### src/rtl/ppr_pkg.sv
package ppr_pkg;

   localparam int CfgWidth  = 16;
   localparam int DurWidth  = 21;
   localparam int MagWidth  = DurWidth;
   localparam int CodeBits  = 12;
   localparam int CountWidth = 4;
   localparam int SerialBits = 10;
   localparam int ButtonBits = 2;
   localparam int CsrIndexWidth = 2;

   localparam logic [CfgWidth-1:0] ShortTimeReset = 16'd700;
   localparam logic [CfgWidth-1:0] LongTimeReset  = 16'd1400;
   localparam logic [CfgWidth-1:0] ToleranceReset = 16'd250;
   localparam logic [CountWidth-1:0] CodeBitsCount = 4'd12;
   localparam logic [CodeBits-1:0] ButtonMask = 12'h003;

   // configuration register indexes
   typedef enum logic [CsrIndexWidth-1:0] {
      CSR_SHORT_TIME = 2'd0,
      CSR_LONG_TIME  = 2'd1,
      CSR_TOLERANCE  = 2'd2
   } csr_index_type;

   typedef struct packed {
      logic [CfgWidth-1:0] short_time;
      logic [CfgWidth-1:0] long_time;
      logic [CfgWidth-1:0] tolerance;
   } cfg_type;

   typedef struct packed {
      logic                  expect_gap;
      logic [MagWidth-2:0]   held_pulse;
      logic [CodeBits-1:0]   bit_shift;
      logic [CountWidth-1:0] bit_total;
      logic                  capture_over;
   } state_type;

   typedef struct packed {
      logic                emit;
      logic                found;
      logic [CodeBits-1:0] code_value;
   } result_type;

   // magnitude within target plus or minus tolerance, no overflow
   function automatic logic near_target(input logic [MagWidth-1:0] mag,
                                        input logic [CfgWidth-1:0] target,
                                        input logic [CfgWidth-1:0] tol);
      logic [MagWidth:0]   mag_plus_tol;
      logic [CfgWidth:0]   upper;
      logic                low_ok;
      logic                high_ok;
      mag_plus_tol = {1'b0, mag} + {{(MagWidth-CfgWidth+1){1'b0}}, tol};
      upper        = {1'b0, target} + {1'b0, tol};
      low_ok       = mag_plus_tol >= {{(MagWidth-CfgWidth+1){1'b0}}, target};
      high_ok      = mag <= {{(MagWidth-CfgWidth-1){1'b0}}, upper};
      return low_ok && high_ok;
   endfunction

endpackage

### src/rtl/ppr_csr.sv
module ppr_csr
   import ppr_pkg::*;
(
   input  logic                     clock,
   input  logic                     reset,
   input  logic                     csr_write_enable,
   input  logic [CsrIndexWidth-1:0] csr_index,
   input  logic [CfgWidth-1:0]      csr_write_data,
   output cfg_type                  cfg
);

   cfg_type cfg_ff;
   cfg_type cfg_in;

   // decode the write onto its register, ignore unused indexes
   always_comb begin
      cfg_in = cfg_ff;
      if (csr_write_enable) begin
         case (csr_index)
            CSR_SHORT_TIME: cfg_in.short_time = csr_write_data;
            CSR_LONG_TIME:  cfg_in.long_time  = csr_write_data;
            CSR_TOLERANCE:  cfg_in.tolerance  = csr_write_data;
            default:        cfg_in            = cfg_ff;
         endcase
      end
   end

   always_ff @(posedge clock) begin
      if (reset) begin
         cfg_ff.short_time <= ShortTimeReset;
         cfg_ff.long_time  <= LongTimeReset;
         cfg_ff.tolerance  <= ToleranceReset;
      end else begin
         cfg_ff <= cfg_in;
      end
   end

   assign cfg = cfg_ff;

endmodule

### src/rtl/ppr_step.sv
module ppr_step
   import ppr_pkg::*;
(
   input  cfg_type                     cfg,
   input  state_type                   state_cur,
   input  logic signed [DurWidth-1:0]  duration,
   input  logic                        first_sample,
   input  logic                        last_sample,
   output state_type                   state_next,
   output result_type                  result
);

   logic [MagWidth-1:0] gap_mag;
   logic [MagWidth-1:0] pulse_mag;
   logic                is_zero;
   logic                is_one;
   logic                done;
   state_type           s;

   // magnitude of the duration, most negative value fits unsigned
   assign gap_mag   = duration[DurWidth-1] ? (~duration + 1'b1) : duration;
   assign pulse_mag = {1'b0, state_cur.held_pulse};

   always_comb begin
      s      = state_cur;
      result = '0;
      done   = 1'b0;
      is_zero = 1'b0;
      is_one  = 1'b0;

      // open a new capture
      if (first_sample) begin
         s = '0;
      end

      if (!s.capture_over) begin
         if (!s.expect_gap) begin
            // pulse slot: negative skips on the first sample, else abandons
            if (duration[DurWidth-1]) begin
               if (!first_sample) begin
                  s.capture_over = 1'b1;
                  result.emit    = 1'b1;
                  done           = 1'b1;
               end
            end else begin
               s.held_pulse = duration[DurWidth-2:0];
               s.expect_gap = 1'b1;
            end
         end else begin
            // gap slot: classify the pair, a zero takes precedence over a one
            is_zero = near_target(pulse_mag, cfg.short_time, cfg.tolerance) &&
                      near_target(gap_mag, cfg.long_time, cfg.tolerance);
            is_one  = near_target(pulse_mag, cfg.long_time, cfg.tolerance) &&
                      near_target(gap_mag, cfg.short_time, cfg.tolerance);
            s.expect_gap = 1'b0;
            if (!is_zero && !is_one) begin
               s.bit_shift = '0;
               s.bit_total = '0;
            end else begin
               s.bit_shift = {s.bit_shift[CodeBits-2:0], ~is_zero};
               s.bit_total = s.bit_total + 1'b1;
               if (s.bit_total == CodeBitsCount) begin
                  s.capture_over    = 1'b1;
                  result.emit       = 1'b1;
                  result.found      = 1'b1;
                  result.code_value = s.bit_shift;
                  done              = 1'b1;
               end
            end
         end

         // capture end without a code
         if (!done && last_sample) begin
            s.capture_over = 1'b1;
            result.emit    = 1'b1;
         end
      end

      state_next = s;
   end

endmodule

### src/rtl/pulse_pair_remote_code_decoder_core.sv
// Pulse-pair remote code decoder.
// Input channel (req_): one signed duration per transaction with first/last
// capture markers, accepted when req_valid is high and req_stall is low.
// Result channel (rsp_): at most one result per input transaction; found with
// the 12-bit code and its serial/button split, or a not-found marker with
// zero fields. A result is taken when rsp_valid is high and rsp_stall low.
// Configuration (csr_): short_time, long_time and tolerance, written at any
// edge with csr_write_enable high; change them only while the block is idle.
// Path: an accepted transaction is registered at the input, decoded once the
// result slot is free, and its result is registered in the result register
// that drives rsp_.
// Throughput: one transaction per cycle unless a result waits on rsp_stall; the
// decode is a handful of compares and a 12-bit shift between the input register
// and the result register. Stall: while a result waits on rsp_stall the input
// register holds its item and req_stall rises, so nothing is lost or repeated.
// Reset: synchronous; the registers return to 700/1400/250, the capture is
// closed and items are ignored until one carries first_sample.
module pulse_pair_remote_code_decoder_core
   import ppr_pkg::*;
(
   input  logic                        clock,
   input  logic                        reset,
   input  logic                        req_valid,
   output logic                        req_stall,
   input  logic signed [DurWidth-1:0]  req_duration,
   input  logic                        req_first_sample,
   input  logic                        req_last_sample,
   output logic                        rsp_valid,
   input  logic                        rsp_stall,
   output logic                        rsp_found,
   output logic [CodeBits-1:0]         rsp_code_value,
   output logic [SerialBits-1:0]       rsp_serial_part,
   output logic [ButtonBits-1:0]       rsp_button_part,
   input  logic                        csr_write_enable,
   input  logic [CsrIndexWidth-1:0]    csr_index,
   input  logic [CfgWidth-1:0]         csr_write_data
);

   cfg_type    cfg;
   state_type  state_ff;
   state_type  state_in;
   state_type  state_step;
   result_type result;

   logic                       in_valid_ff;
   logic                       in_valid_in;
   logic signed [DurWidth-1:0] in_duration_ff;
   logic                       in_first_ff;
   logic                       in_last_ff;
   logic                       out_valid_ff;
   logic                       out_valid_in;
   logic                       out_found_ff;
   logic [CodeBits-1:0]        out_code_ff;
   logic                       accept;
   logic                       advance;

   ppr_csr u_csr (
      .clock            (clock),
      .reset            (reset),
      .csr_write_enable (csr_write_enable),
      .csr_index        (csr_index),
      .csr_write_data   (csr_write_data),
      .cfg              (cfg)
   );

   ppr_step u_step (
      .cfg          (cfg),
      .state_cur    (state_ff),
      .duration     (in_duration_ff),
      .first_sample (in_first_ff),
      .last_sample  (in_last_ff),
      .state_next   (state_step),
      .result       (result)
   );

   // advance the held transaction once the result slot is free
   assign advance   = in_valid_ff && (!out_valid_ff || !rsp_stall);
   assign req_stall = in_valid_ff && !advance;
   assign accept    = req_valid && !req_stall;

   always_comb begin
      in_valid_in = in_valid_ff;
      if (accept) begin
         in_valid_in = 1'b1;
      end else if (advance) begin
         in_valid_in = 1'b0;
      end
   end

   assign state_in = advance ? state_step : state_ff;

   // load a new result or drop the one taken
   always_comb begin
      out_valid_in = out_valid_ff;
      if (advance && result.emit) begin
         out_valid_in = 1'b1;
      end else if (out_valid_ff && !rsp_stall) begin
         out_valid_in = 1'b0;
      end
   end

   always_ff @(posedge clock) begin
      if (reset) begin
         in_valid_ff  <= 1'b0;
         out_valid_ff <= 1'b0;
         state_ff     <= '{expect_gap: 1'b0, held_pulse: '0, bit_shift: '0,
                           bit_total: '0, capture_over: 1'b1};
      end else begin
         in_valid_ff  <= in_valid_in;
         out_valid_ff <= out_valid_in;
         state_ff     <= state_in;
      end
   end

   // payload registers
   always_ff @(posedge clock) begin
      if (accept) begin
         in_duration_ff <= req_duration;
         in_first_ff    <= req_first_sample;
         in_last_ff     <= req_last_sample;
      end
      if (advance && result.emit) begin
         out_found_ff <= result.found;
         out_code_ff  <= result.code_value;
      end
   end

   assign rsp_valid       = out_valid_ff;
   assign rsp_found       = out_found_ff;
   assign rsp_code_value  = out_code_ff;
   assign rsp_serial_part = out_code_ff[CodeBits-1:ButtonBits];
   assign rsp_button_part = out_code_ff[ButtonBits-1:0] & ButtonMask[ButtonBits-1:0];

endmodule

### config.mk
export PLATFORM = sky130hd
export DESIGN_NAME = pulse_pair_remote_code_decoder_core
export DESIGN_NICKNAME = d
export VERILOG_FILES = /design/src/rtl/ppr_pkg.sv /design/src/rtl/ppr_csr.sv /design/src/rtl/ppr_step.sv /design/src/rtl/pulse_pair_remote_code_decoder_core.sv
export SDC_FILE = /design/constraint.sdc
export NUM_CORES = 1
export LEC_CHECK = 0
export ABC_AREA = 1
export BUFFER_PORTS_ARGS = -buffer_cell sky130_fd_sc_hd__buf_2
export CAP_MARGIN = 20
export CORE_UTILIZATION = 40
export DETAILED_ROUTE_END_ITERATION = 8
export PLACE_DENSITY_LB_ADDON = 0.3
export SYNTH_ARGS = -nofsm -noshare
export SYNTH_HDL_FRONTEND = slang
export SYNTH_SLANG_ARGS = --single-unit
### constraint.sdc
create_clock -name clock -period 5.4 [get_ports clock]
set_input_delay 0.54 -clock clock [delete_from_list [all_inputs] [get_ports clock]]
set_output_delay 0.54 -clock clock [all_outputs]
set_load 0.05 [all_outputs]
== Word level (Yosys, flattened, before mapping) ==
Cells that the tools add are included.
Word-level totals
  bits in read-only memories: 0
  RAM bits: 0
  input port bits: 46
  flip-flop bits (word level): 124
  memories kept: 0
  word-level logic and storage cells: 90
  output and inout bits: 27
  latch bits: 0
Operators by class
  mux-type cells: 25
  add/sub/neg operators: 6
  equal/unequal tests: 3
  $mul: 0
  shift operators: 0
  reductions and logical operators: 29
  bitwise gates (word level): 4
  order comparisons: 8
  divide/modulo/power cells: 0
Operators by type and width (number)
  22-bit by 16-bit >= comparator with 1-bit output: 4
  38-bit two-way mux: 2
  21-bit by 17-bit <= comparator with 1-bit output: 2
  14-bit two-way mux: 3
  21-bit two-way mux: 2
  20-bit by 17-bit <= comparator with 1-bit output: 2
  16-bit by 16-bit adder with 17-bit output: 2
  16-bit two-way mux: 2
  21-bit by 16-bit adder with 22-bit output: 1
  20-bit by 16-bit adder with 21-bit output: 1
  21-bit by 1-bit adder with 21-bit output, second input constant: 1
  21-bit inverter: 1
  20-bit two-way mux: 1
  1-bit two-way mux: 14
  1-bit logical AND: 13
  13-bit two-way mux: 1
  1-bit logical NOT: 7
  2-bit AND reduction: 3
  4-bit by 1-bit adder with 4-bit output, second input constant: 1
  4-bit == test, second input constant: 1
  2-bit nonzero test: 2
  4-bit OR reduction: 1
  1-bit inverter: 3
  3-bit OR reduction: 1
  other kinds (4): 4

== Longest topological paths before layout ==
Gate-level depths: netlist (run 1).
  depth in word-level cells: 18
  gate-level depth with buffers: 35
  depth with buffers taken out: 34

== By module ==
From an unflattened synthesis (run 1), not the netlist that was laid out.
Second synthesis, totals
  cells, all modules: 1769
  area, all modules: 12538.3 sq um
By module, submodules not included
  ppr_step: area each 7553.5 sq um, instances 1, sequential area each 0.0 sq um, cells an instance 1180
  pulse_pair_remote_code_decoder_core: area each 3055.4 sq um, instances 1, sequential area each 1881.8 sq um, cells an instance 312
  ppr_csr: area each 1929.4 sq um, instances 1, sequential area each 960.9 sq um, cells an instance 277

== Worst setup path after synthesis (run 1) ==
OpenSTA, ideal clock, no wires.
  kind: register to register
  start point: register in_duration_ff[0]
  end point: register out_code_ff[0], in the netlist rsp_code_value[0] (enable)
  buffers on the path: 0
  setup slack: 0.860 ns
  arrival time: 4.191 ns
  setup time: 0.349 ns
  data required time: 5.051 ns
  cell stages (with the launch flop): 32
  period minus slack after synthesis: 4.540 ns
  cell sequence: edfxtp_1 inv_1 nand2_1 nor2_1 inv_1 o31ai_1 xor2_1 ha_1 nand2_1 inv_1 a21oi_1 nand2_1 a31o_2 a311oi_1 xnor2_1 ha_1 nand2_1 inv_1 nand3_1 nor3_1 nand2_1 o2111ai_1 nand2_1 nand2_1 nor2_1 nand4_1 nand2_1 nand2_2 nand2_2 nand2_1 nand2_1 inv_1
On the way
  longest elaborated chain between the ends: 17
  elaborated cells between the ends (all ways): 25
  classes of those cells: 2 x add/sub; 4 x order compare; 8 x mux; 1 x bitwise; 10 x reduce/logical
Ends and longest elaborated chain
  start: declaration: line pulse_pair_remote_code_decoder_core.sv:47  | logic signed [DurWidth-1:0] in_duration_ff;
  start signal: assignment: line pulse_pair_remote_code_decoder_core.sv:118  | in_duration_ff <= req_duration;
  21-bit inverter: line ppr_step.sv:21  | assign gap_mag = duration[DurWidth-1] ? (~duration + 1'b1) : duration;
  21-bit by 1-bit adder with 21-bit output: line ppr_step.sv:21
  21-bit two-way mux (*): line ppr_step.sv:21
  21-bit by 16-bit adder with 22-bit output: line ppr_pkg.sv:53  | mag_plus_tol = {1'b0, mag} + {{(MagWidth-CfgWidth+1){1'b0}}, tol};
  22-bit by 16-bit >= comparator with 1-bit output: line ppr_pkg.sv:55  | low_ok = mag_plus_tol >= {{(MagWidth-CfgWidth+1){1'b0}}, target};
  1-bit logical AND: line ppr_pkg.sv:57  | return low_ok && high_ok;
  1-bit logical AND (on tied branches): line ppr_step.sv:51, ppr_step.sv:53
  1-bit logical NOT: line ppr_step.sv:56  | if (!is_zero && !is_one) begin
  1-bit logical AND (*): line ppr_step.sv:56
  1-bit two-way mux: line ppr_step.sv:56
  1-bit two-way mux: line ppr_step.sv:37  | if (!s.expect_gap) begin
  1-bit two-way mux: line ppr_step.sv:36  | if (!s.capture_over) begin
  1-bit logical NOT: line ppr_step.sv:73  | if (!done && last_sample) begin
  1-bit logical AND: line ppr_step.sv:73
  1-bit two-way mux (*): line ppr_step.sv:73
  14-bit two-way mux (*): line ppr_step.sv:36
  1-bit logical AND (*): line pulse_pair_remote_code_decoder_core.sv:122  | if (advance && result.emit) begin
  end signal: assignment: line pulse_pair_remote_code_decoder_core.sv:124  | out_code_ff <= result.code_value;
  end: declaration: line pulse_pair_remote_code_decoder_core.sv:53  | logic [CodeBits-1:0] out_code_ff;
Mark *: on every way between the ends. The rest lies on a longest branch, timed or not. The select of a mux whose other input is x is not followed.
A chain may end at the register's enable or synchronous reset.

== Final worst setup path (run 1) ==
  start point: register u_csr.cfg_ff, in the netlist u_csr.cfg[0]
  end point: register out_code_ff[4], in the netlist rsp_code_value[4] (enable)
On the way
  longest elaborated chain between the ends: 14
  elaborated cells between the ends (all ways): 31
  classes of those cells: 4 x add/sub; 8 x order compare; 7 x mux; 12 x reduce/logical
Ends and longest elaborated chain
  start: declaration: line ppr_csr.sv:12  | cfg_type cfg_ff;
  start signal: assignment: line ppr_csr.sv:34  | cfg_ff <= cfg_in;
  21-bit by 16-bit adder with 22-bit output, or another cell as far along: line ppr_pkg.sv:53
  22-bit by 16-bit >= comparator with 1-bit output, or another cell as far along: line ppr_pkg.sv:55
  1-bit logical AND: line ppr_pkg.sv:57
  1-bit logical AND (on tied branches): line ppr_step.sv:51, ppr_step.sv:53
  1-bit logical NOT: line ppr_step.sv:56
  1-bit logical AND (*): line ppr_step.sv:56
  1-bit two-way mux: line ppr_step.sv:56
  1-bit two-way mux: line ppr_step.sv:37
  1-bit two-way mux: line ppr_step.sv:36
  1-bit logical NOT: line ppr_step.sv:73
  1-bit logical AND: line ppr_step.sv:73
  1-bit two-way mux (*): line ppr_step.sv:73
  14-bit two-way mux (*): line ppr_step.sv:36
  1-bit logical AND (*): line pulse_pair_remote_code_decoder_core.sv:122
Marked as above.

==> run summary, run 1 <==
status -> complete, no violations
DRC viols -> 0
final max-slew violation count -> 0
CTS buffer count -> 17
clock transition at the registers of the reported paths -> 0.07 ns
core region area -> 28090 sq um
cell area after synthesis -> 11520 sq um
initial antenna violation count -> 0
Root Driver -> clkbuf_16
Critical Path AT -> 5.28 ns
Post-synth EDFFs -> 36
Worst R2R Setup Slack -> 0.28 ns
Tcrit/Tclk final -> 0.9483
Worst-Skew Late Latency -> 0.44 ns
yosys warns -> 0
area leader, netlist -> ha_1
DR vias -> 11.06k
antenna cells -> 0
CTS tree -> yes
Setup violations, final -> 0
kind of start point of the critical path -> register
Synth top area share -> 0.2194
dominant cells by area after synthesis -> ha_1 (22%), dfxtp_1 (15%), nand2_1 (9.7%)
Most used DFF post-synth -> dfxtp_1
Final GP Congestion -> 0.9692
ratio of cells with drive above 1 in the final layout -> 0.1134
DRT iter0 DRCs -> 777
Detailed Routing Iterations Pass 1 -> 5
fmax -> 195.3 MHz
initial core utilization -> 0.4101
syn nets -> 1833
Seq cells post-synth -> 123
first-pass GRT wire length -> 55.72 mm
Fill cells -> 2902
Global Route Usage Sum -> 0.2492
Final #Nets -> 1914
leakage power total -> 6.378 nW
crit end category -> register
Multi-input gate area -> 7734 sq um
worst hold path type -> in -> reg
I/O pins -> 73
Synth cell types -> 47
DRT Wirelength -> 35.33 mm
Most Frequent Cell on Critical Path -> nand2_1
FF+latch area -> 2825 sq um
gr ovfl total -> 0
Via density -> 5.386
total negative slack -> 0 ns
H-tree depth -> 4
post-synthesis sequential area ratio -> 0.2451
post-DP HPWL -> 28.64 mm
DIE HEIGHT -> 171.7 um
worst-margin pin slew -> 0.8994 ns
clock sinks -> 123
VDD IR max -> 0.0002108 V
Slew HR -> 0.3997
Final min period -> 5.121 ns
Die Wd -> 171.7 um
synthesized area per cell -> 7.285 sq um
input/output buffers -> 72
largest net degree at the start of global routing -> 64
DR WL/cell -> 17.21 um
CTS Hold Bufs -> 0
Cell Rows -> 61
cell count after synthesis -> 1581
Slowest Stage Delay on Critical Path -> 0.46 ns
Layout area overhead -> 13.31%
PwrDens -> 263.7 nW/um^2
maximum fanout along the worst path -> 13
Final ANT Viol Nets -> 0
CP required -> 5.56 ns
vias in the first global route -> 10.65k
Crit Path Category -> reg -> reg
clock skew -> 0.009678 ns
clk buf depth -> 2
max_cap viols -> 0
Critical-path top delay cell -> or4_1
final hold vios -> 0
WHS -> 0.2746 ns
ys async rst share -> 0
die area -> 29480 sq um
==> cell usage after synthesis, drive strengths merged (18+ instances only) <==
cell type / n
a31oi: 19
nor2: 156
nor3: 22
xor2: 53
o21ai: 94
nand2: 307
xnor2: 19
clkbuf: 27
inv: 205
o22ai: 20
nand3: 63
o211ai: 18
edfxtp: 36
ha: 202
nand4: 22
dfxtp: 87
a21oi: 165
==> final timing paths <==
kind                                  start                              end  cells past startpoint
hold / removal              req_duration[3]      in_duration_ff[3]$_DFFE_PP_                      1
setup reg to reg  u_csr.cfg[0]$_SDFFE_PP0P_  rsp_code_value[4]$_SDFFCE_PP0P_                     32
setup / recovery  u_csr.cfg[0]$_SDFFE_PP0P_  rsp_code_value[4]$_SDFFCE_PP0P_                     32
hold reg to reg   state_ff[37]$_SDFFE_PP0P_        state_ff[37]$_SDFFE_PP0P_                      2
==> metrics by stage <==
stage                     instances    util  power, mW  cell area, sq um  setup slack [ns]
after floorplan                1581       -      1.816             11520            0.8604
after global placement         2019  0.4405      2.138             12370            0.3093
after detailed placement       2019  0.4405      2.157             12370            0.1978
after CTS                      2051  0.4628      3.426             13000            0.1512
after global routing           2053  0.4646      3.635             13050          -0.01200
final                          2053  0.4646      3.442             13050            0.2791
==> report_power, final <==
| part | internal [mW] | switching, mW | leakage, nW |
|---|---|---|---|
| clock | 0.747 | 0.522 | 0.310 |
| combinational | 0.415 | 0.713 | 4.99 |
| sequential | 0.993 | 0.0514 | 1.08 |
==> state kept, by name, summed over array words and instances (netlist names) <==
signal	flops
u_csr.cfg	48
state_ff	37
in_duration_ff	21
rsp_code_value	12
in_first_ff	1
in_last_ff	1
in_valid_ff	1
rsp_found	1
rsp_valid	1
==> per-layer routing <==
layer	up-vias	global-route usage	wire, um
met5	-	0	0
met4	0	0.09161	962
met3	50	0.02876	1943
met2	313	0.3867	15300
met1	5173	0.3521	17120
li1	5521	-	-
==> worst max-delay path: cells and delay by family (launching register included) <==
family | cells | cell delay [ns]
buffers and inverters | 4 | 0.46
AND/OR/NAND/NOR | 18 | 2.05
adder cells (fa/ha/maj) | 3 | 0.82
flip-flops | 1 | 0.31
AO/OA/AOI/OAI | 6 | 0.93
XOR/XNOR | 1 | 0.25
==> logic make-up (layout without fill, tap and decap cells) <==
| group | after synthesis | count (layout) | synth area share |
|---|---|---|---|
| buffers and inverters | 249 | 343 | 0.08669 |
| XOR/XNOR | 72 | 72 | 0.05475 |
| AND/OR/NAND/NOR | 584 | 584 | 0.2167 |
| AO/OA/AOI/OAI | 347 | 347 | 0.1703 |
| adder cells (fa/ha/maj) | 206 | 206 | 0.2264 |
| flip-flops | 123 | 123 | 0.2451 |
==> cells in the final DEF (no fill, tap or decap), types with 19 or more instances in the layout <==
cell,count
nor3_1,21
nand3_1,60
edfxtp_1,36
o22ai_1,20
nand4_1,22
inv_1,202
nor2_1,140
nand2_1,297
o21ai_0,91
a31oi_1,19
buf_4,31
xor2_1,53
a21oi_1,154
buf_2,72
dfxtp_1,85
ha_1,201
==> what timing repair did <==
item	4_1_cts	5_1_grt
endpoints found under the setup margin	0	40
resized for setup	0	11
buffers inserted	0	2
==> layout make-up <==
cell class,count,area share
flip-flops and latches,123,0.2165
inverters,207,0.05954
multi-input cells,1209,0.5926
clock buffers,17,0.03260
repair buffers,104,0.04698
clock inverters,15,0.01553
well taps,378,0.03624
Power figures use the tool's default switching activity.
==> run 2, diff against run 1 <==
CORE_MARGIN = 5   (was unset)
clock period = 5.23 ns   (was 5.4 ns; I/O delays follow)
==> run 2 against run 1 <==
Against the previous run: via count fell by 1.0%; sequential power rose by 4%; critical path type unchanged; fmax rose by 3.6%; sequential share of layout area fell by 0.092 points; clock power fell by 6%; design area rose by 0.38%; count of clock-buffer cells in the layout did not move; die area rose by 9.5%; routed wire length rose by 3.0%; cell count rose by 0.58%; largest power group is now combinational logic.
==> run summary, run 2 (synthesis gave the netlist of run 1 again) <==
Final min period -> 4.944 ns (was 5.121 ns)
clock skew -> 0.01032 ns (was 0.009678 ns)
Hold Path Cell Cnt -> 1 (unchanged)
Net Sw Frac -> 0.3868 (was 0.3738)
switching pwr -> 1.343 mW (was 1.287 mW)
Setup violations, final -> 0 (unchanged)
Die Wd -> 179.7 um (was 171.7 um)
R2R depth -> 30 (was 32)
VDD IR max -> 0.0002157 V (was 0.0002108 V)
status -> complete, no violations (unchanged)
Root Driver -> clkbuf_16 (unchanged)
Critical-path top delay cell -> fa_1 (was or4_1)
Slowest Stage Delay on Critical Path -> 0.41 ns (was 0.46 ns)
Flop pwr share -> 0.311 (was 0.303)
Slew HR -> 0.2630 (was 0.3997)
fraction of power consumed by the clock network -> 0.343 (was 0.369)
final setup margin -> 0.2863 ns (was 0.2791 ns)
Layout area overhead -> 13.74% (was 13.31%)
Via density -> 5.299 (was 5.386)
core region area -> 28550 sq um (was 28090 sq um)
DRT iter0 DRCs -> 736 (was 777)
antenna cells -> 0 (unchanged)
clk buf depth -> 2 (unchanged)
CP required -> 5.37 ns (was 5.56 ns)
Place WS -> -0.007390 ns (was 0.1978 ns)
Crit Path Category -> reg -> reg (unchanged)
Tot Pwr -> 3.471 mW (was 3.442 mW)
worst-margin pin slew -> 1.101 ns (was 0.8994 ns)
FF+latch area -> 2824 sq um (was 2825 sq um)
Buf/Inv on CP -> 2 (was 4)
family with the most delay on the worst path -> simple AND/OR/NAND/NOR gates (unchanged)
vias in the first global route -> 10.38k (was 10.65k)
kind of start point of the critical path -> register (unchanged)
H-tree depth -> 4 (unchanged)
initial antenna violation count -> 0 (unchanged)
final hold vios -> 0 (unchanged)
Detailed Routing Iterations Pass 1 -> 6 (was 5)
critical path depth -> 30 (was 32)
maximum fanout along the worst path -> 7 (was 13)
DRC viols -> 0 (unchanged)
first-pass GRT wire length -> 56.69 mm (was 55.72 mm)
Fill cells -> 2996 (was 2902)
I/O pins -> 73 (unchanged)
Critical Path AT -> 5.08 ns (was 5.28 ns)
die area -> 32290 sq um (was 29480 sq um)
DR vias -> 10.94k (was 11.06k)
final max-slew violation count -> 0 (unchanged)
Multi-input gate area -> 7792 sq um (was 7734 sq um)
initial core utilization -> 0.4034 (was 0.4101)
Global Route Usage Sum -> 0.2207 (was 0.2492)
Cell Rows -> 62 (was 61)
Worst-Skew Late Latency -> 0.44 ns (about the same)
post-DP HPWL -> 29.59 mm (was 28.64 mm)
Most Frequent Cell on Critical Path -> nand2_1 (unchanged)
Final #Nets -> 1920 (was 1914)
ratio of cells with drive above 1 in the final layout -> 0.1225 (was 0.1134)
total negative slack -> 0 ns (unchanged)
DR WL/cell -> 17.63 um (was 17.21 um)
Final GP Congestion -> 0.9687 (was 0.9692)
commonest non-fill, non-tap cell in the layout -> nand2_1 (unchanged)
fmax -> 202.3 MHz (was 195.3 MHz)
Tcrit/Tclk final -> 0.9453 (was 0.9483)
PwrDens -> 265.0 nW/um^2 (was 263.7 nW/um^2)
CTS buffer count -> 17 (unchanged)
crit end category -> register (unchanged)
gr ovfl total -> 0 (unchanged)
Comb pwr share -> 0.346 (was 0.328)
clock sinks -> 123 (unchanged)
worst hold path type -> in -> reg (unchanged)
CTS tree -> yes (unchanged)
leakage power total -> 6.371 nW (was 6.378 nW)
WHS -> 0.2522 ns (was 0.2746 ns)
max reg flops -> 48 (unchanged)
DIE HEIGHT -> 179.7 um (was 171.7 um)
CTS Hold Bufs -> 0 (unchanged)
clock transition at the registers of the reported paths -> 0.07 ns (about the same)
DRT Wirelength -> 36.40 mm (was 35.33 mm)
max_cap viols -> 0 (unchanged)
Int Pwr -> 2.128 mW (was 2.155 mW)
commonest non-fill, non-tap cells in the layout -> nand2_1 (293), inv_1 (202), ha_1 (200) (was nand2_1 (297), inv_1 (202), ha_1 (201))
input/output buffers -> 72 (unchanged)
largest net degree at the start of global routing -> 37 (was 64)
Final ANT Viol Nets -> 0 (unchanged)
[run 2: changes by cell type in the layout (fill, tap and decap cells not counted), moves of 2 or more]
cell / previous run / this run
bufinv_16: 3 / 1
nand2_2: 7 / 10
inv_8: 3 / 1
clkinvlp_4: 0 / 4
clkinv_2: 0 / 3
buf_4: 31 / 36
nand2_1: 297 / 293
xor2_1: 53 / 50
xor2_2: 0 / 3
[run 2: layer usage]
| metal | share of wire | track usage | vias to the layer above | wire, um |
|---|---|---|---|---|
| li1 | - | - | 5536 | - |
| met5 | 0 | 0 | - | 0 |
| met4 | 0.029 | 0.07650 | 0 | 1071 |
| met1 | 0.45 | 0.2879 | 5038 | 16410 |
| met2 | 0.47 | 0.3705 | 309 | 17070 |
| met3 | 0.051 | 0.03719 | 59 | 1844 |
[run 2: layout make-up]
type                    count  share of cell area
multi-input cells        1209              0.5948
flip-flops and latches    123              0.2156
inverters                 207             0.05960
repair buffers            109             0.04967
well taps                 384             0.03668
clock buffers              17             0.03247
clock inverters            15             0.01060
repair inverters            1           0.0005731
[run 2: final timing paths]
kind	slack [ns]	start	to
worst max-delay path	0.29	u_csr.cfg[0]$_SDFFE_PP0P_	rsp_code_value[0]$_SDFFCE_PP0P_
worst min-delay path	0.25	req_duration[4]	in_duration_ff[4]$_DFFE_PP_
worst max register to register	0.29	u_csr.cfg[0]$_SDFFE_PP0P_	rsp_code_value[0]$_SDFFCE_PP0P_
worst min register to register	0.48	state_ff[37]$_SDFFE_PP0P_	state_ff[37]$_SDFFE_PP0P_
[run 2: what timing repair did]
item                                    in CTS  in global routing
pin swaps                                    0                  6
setup buffers                                1                  2
cloned                                       0                  1
resized for setup                            1                 23
endpoints found under the setup margin      13                 38
[run 2: metrics by stage]
stage	cells	util	instance area [sq um]
2_1_floorplan	1581	-	11520
3_3_place_gp	2029	0.4344	12400
3_5_place_dp	2029	0.4344	12400
4_1_cts	2062	0.4545	12980
5_1_grt	2065	0.4589	13100
6_report	2065	0.4589	13100
[run 2: power groups by stage]
stage / clock network (mW) / registers, mW / logic, mW
3_5_place_dp: 0 / 1.10 / 1.15
5_1_grt: 1.25 / 1.08 / 1.35
3_3_place_gp: 0 / 1.10 / 1.14
4_1_cts: 1.21 / 1.08 / 1.17
2_1_floorplan: 0 / 1.08 / 0.796
6_report: 1.19 / 1.08 / 1.20
==> run 3, diff against run 2 <==
CTS_BUF_LIST = sky130_fd_sc_hd__clkbuf_8   (was unset)
==> run 3 against run 2 <==
Against the previous run: via count hardly changed; global-route usage is 0.21 points lower; combinational power is essentially flat; critical path depth unchanged; cell count is essentially flat; routed wire length shrank 0.74%.
==> run summary, run 3 (synthesis gave the netlist of run 1 again) <==
H-tree depth -> 4 (unchanged)
commonest non-fill, non-tap cell in the layout -> nand2_1 (unchanged)
vias in the first global route -> 10.34k (was 10.38k)
CP required -> 5.40 ns (was 5.37 ns)
Tcrit/Tclk final -> 0.9433 (was 0.9453)
Buf/Inv on CP -> 2 (unchanged)
Net Sw Frac -> 0.4115 (was 0.3868)
CP Capture Point -> rsp_found$_SDFFCE_PP0P_ (was rsp_code_value[0]$_SDFFCE_PP0P_)
worst-margin pin slew -> 1.108 ns (was 1.101 ns)
initial core utilization -> 0.4034 (unchanged)
initial antenna violation count -> 0 (unchanged)
leakage power total -> 6.285 nW (was 6.371 nW)
crit end category -> register (unchanged)
R2R depth -> 30 (unchanged)
DRC viols -> 0 (unchanged)
Multi-input gate area -> 7794 sq um (was 7792 sq um)
Critical-path top delay cell -> fa_1 (unchanged)
DRT Wirelength -> 36.13 mm (was 36.40 mm)
max_cap viols -> 0 (unchanged)
fraction of power consumed by the clock network -> 0.276 (was 0.343)
clock sinks -> 123 (unchanged)
DR WL/cell -> 17.49 um (was 17.63 um)
Slew HR -> 0.2585 (was 0.2630)
Critical Path AT -> 5.10 ns (was 5.08 ns)
reg-to-reg startpoint -> u_csr.cfg[0]$_SDFFE_PP0P_ (unchanged)
gr ovfl total -> 0 (unchanged)
Global Route Usage Sum -> 0.2186 (was 0.2207)
Detailed Routing Iterations Pass 1 -> 5 (was 6)
Worst R2R Setup Slack -> 0.30 ns (was 0.29 ns)
CTS tree -> yes (unchanged)
DRT iter0 DRCs -> 658 (was 736)
DR vias -> 10.95k (was 10.94k)
Final #Nets -> 1921 (was 1920)
RR Endpoint -> rsp_found$_SDFFCE_PP0P_ (was rsp_code_value[0]$_SDFFCE_PP0P_)
Fill cells -> 3033 (was 2996)
PwrDens -> 243.6 nW/um^2 (was 265.0 nW/um^2)
status -> complete, no violations (unchanged)
WHS -> 0.2289 ns (was 0.2522 ns)
family with the most delay on the worst path -> simple AND/OR/NAND/NOR gates (unchanged)
FF+latch area -> 2824 sq um (unchanged)
fmax -> 202.7 MHz (was 202.3 MHz)
Final ANT Viol Nets -> 0 (unchanged)
switching pwr -> 1.294 mW (was 1.343 mW)
final hold vios -> 0 (unchanged)
Cell Rows -> 62 (unchanged)
core region area -> 28550 sq um (unchanged)
maximum fanout along the worst path -> 7 (unchanged)
commonest non-fill, non-tap cells in the layout -> nand2_1 (293), inv_1 (202), ha_1 (200) (unchanged)
Most Frequent Cell on Critical Path -> nand2_1 (unchanged)
Final min period -> 4.933 ns (was 4.944 ns)
Crit Path Category -> reg -> reg (unchanged)
first-pass GRT wire length -> 56.31 mm (was 56.69 mm)
worst hold path type -> in -> reg (unchanged)
kind of start point of the critical path -> register (unchanged)
CTS buffer count -> 17 (unchanged)
Setup violations, final -> 0 (unchanged)
largest net degree at the start of global routing -> 37 (unchanged)
clock skew -> 0.01684 ns (was 0.01032 ns)
post-DP HPWL -> 29.59 mm (unchanged)
DIE HEIGHT -> 179.7 um (unchanged)
antenna cells -> 0 (unchanged)
critical path depth -> 30 (unchanged)
max reg flops -> 48 (unchanged)
fin cells -> 2066 (was 2065)
final max-slew violation count -> 0 (unchanged)
dpl cells -> 2029 (unchanged)
ratio of cells with drive above 1 in the final layout -> 0.1231 (was 0.1225)
Slowest Stage Delay on Critical Path -> 0.41 ns (about the same)
Via density -> 5.298 (was 5.299)
Crit. Startpoint -> u_csr.cfg[0]$_SDFFE_PP0P_ (unchanged)
Int Pwr -> 1.850 mW (was 2.128 mW)
Final GP Congestion -> 0.9687 (unchanged)
Comb pwr share -> 0.381 (was 0.346)
VDD IR max -> 0.0001320 V (was 0.0002157 V)
I/O pins -> 73 (unchanged)
Flop pwr share -> 0.343 (was 0.311)
Root Driver -> clkbuf_8 (was clkbuf_16)
CTS Hold Bufs -> 0 (unchanged)
Layout area overhead -> 12.05% (was 13.74%)
clock transition at the registers of the reported paths -> 0.09 ns (was 0.07 ns)
Worst-Skew Late Latency -> 0.47 ns (was 0.44 ns)
Die Wd -> 179.7 um (unchanged)
clk buf depth -> 2 (unchanged)
input/output buffers -> 72 (unchanged)
die area -> 32290 sq um (unchanged)
==> run 3: layout make-up <==
| class | count | share of cell area |
|---|---|---|
| tap | 384 | 0.03723 |
| clock buffer | 17 | 0.01813 |
| timing repair buffer | 110 | 0.05003 |
| timing repair inverter | 1 | 0.0005817 |
| clock inverter | 15 | 0.01076 |
| sequential | 123 | 0.2188 |
| inverter | 207 | 0.06050 |
| multi-input combinational | 1209 | 0.6039 |
==> run 3: stage by stage <==
| stage | TNS [ns] | cell area [sq um] | setup slack [ns] | power [mW] | utilization |
|---|---|---|---|---|---|
| global route | -0.02476 | 12900 | -0.008459 | 3.358 | 0.4521 |
| global placement | 0 | 12400 | 0.08909 | 2.236 | 0.4344 |
| floorplan | 0 | 11520 | 0.6904 | 1.875 | - |
| finish | 0 | 12900 | 0.2966 | 3.144 | 0.4521 |
| detailed placement | -0.09356 | 12400 | -0.007390 | 2.252 | 0.4344 |
| CTS | 0 | 12780 | 0.001557 | 3.126 | 0.4478 |
==> run 3: worst reg2reg max path, delay by kind of cell, from the launching register on <==
kind	cells	cell delay, ns
adder cells (fa/ha/maj)	3	0.97
flip-flops	1	0.38
AND/OR/NAND/NOR	18	1.90
buffers and inverters	2	0.27
XOR/XNOR	1	0.13
AO/OA/AOI/OAI	6	0.98
==> run 3: how the worst min path moves through the flow <==
stage	slack [ns]	startpoint	depth (start not counted)	endpoint
2_1_floorplan	0.45	state_ff[37]$_SDFFE_PP0P_	2	state_ff[37]$_SDFFE_PP0P_
4_1_cts	0.21	req_duration[4]	1	in_duration_ff[4]$_DFFE_PP_
6_report	0.23	req_duration[4]	1	in_duration_ff[4]$_DFFE_PP_
5_1_grt	0.20	req_last_sample	1	in_last_ff$_DFFE_PP_
3_3_place_gp	0.45	state_ff[37]$_SDFFE_PP0P_	2	state_ff[37]$_SDFFE_PP0P_
3_5_place_dp	0.47	state_ff[37]$_SDFFE_PP0P_	2	state_ff[37]$_SDFFE_PP0P_
==> run 3: repair_timing <==
item / CTS / global route
buffers inserted: 1 / 3
pin swaps: 0 / 4
setup endpoints to repair: 13 / 38
gates cloned: 0 / 1
gates resized for setup: 1 / 23
==> run 3: power by group through the flow <==
stage | registers [mW] | clock network, mW | logic, mW
after global routing | 1.08 | 0.927 | 1.35
after global placement | 1.10 | 0 | 1.14
final | 1.08 | 0.867 | 1.20
after detailed placement | 1.10 | 0 | 1.15
after CTS | 1.08 | 0.884 | 1.16
after floorplan | 1.08 | 0 | 0.796
==> run 3: layer usage <==
layer | vias to the layer above | global-route usage | routed length, um
li1 | 5541 | - | -
met1 | 5074 | 0.2857 | 16430
met2 | 271 | 0.3661 | 16960
met3 | 59 | 0.03981 | 1682
met4 | 0 | 0.07162 | 1064
met5 | - | 0 | 0
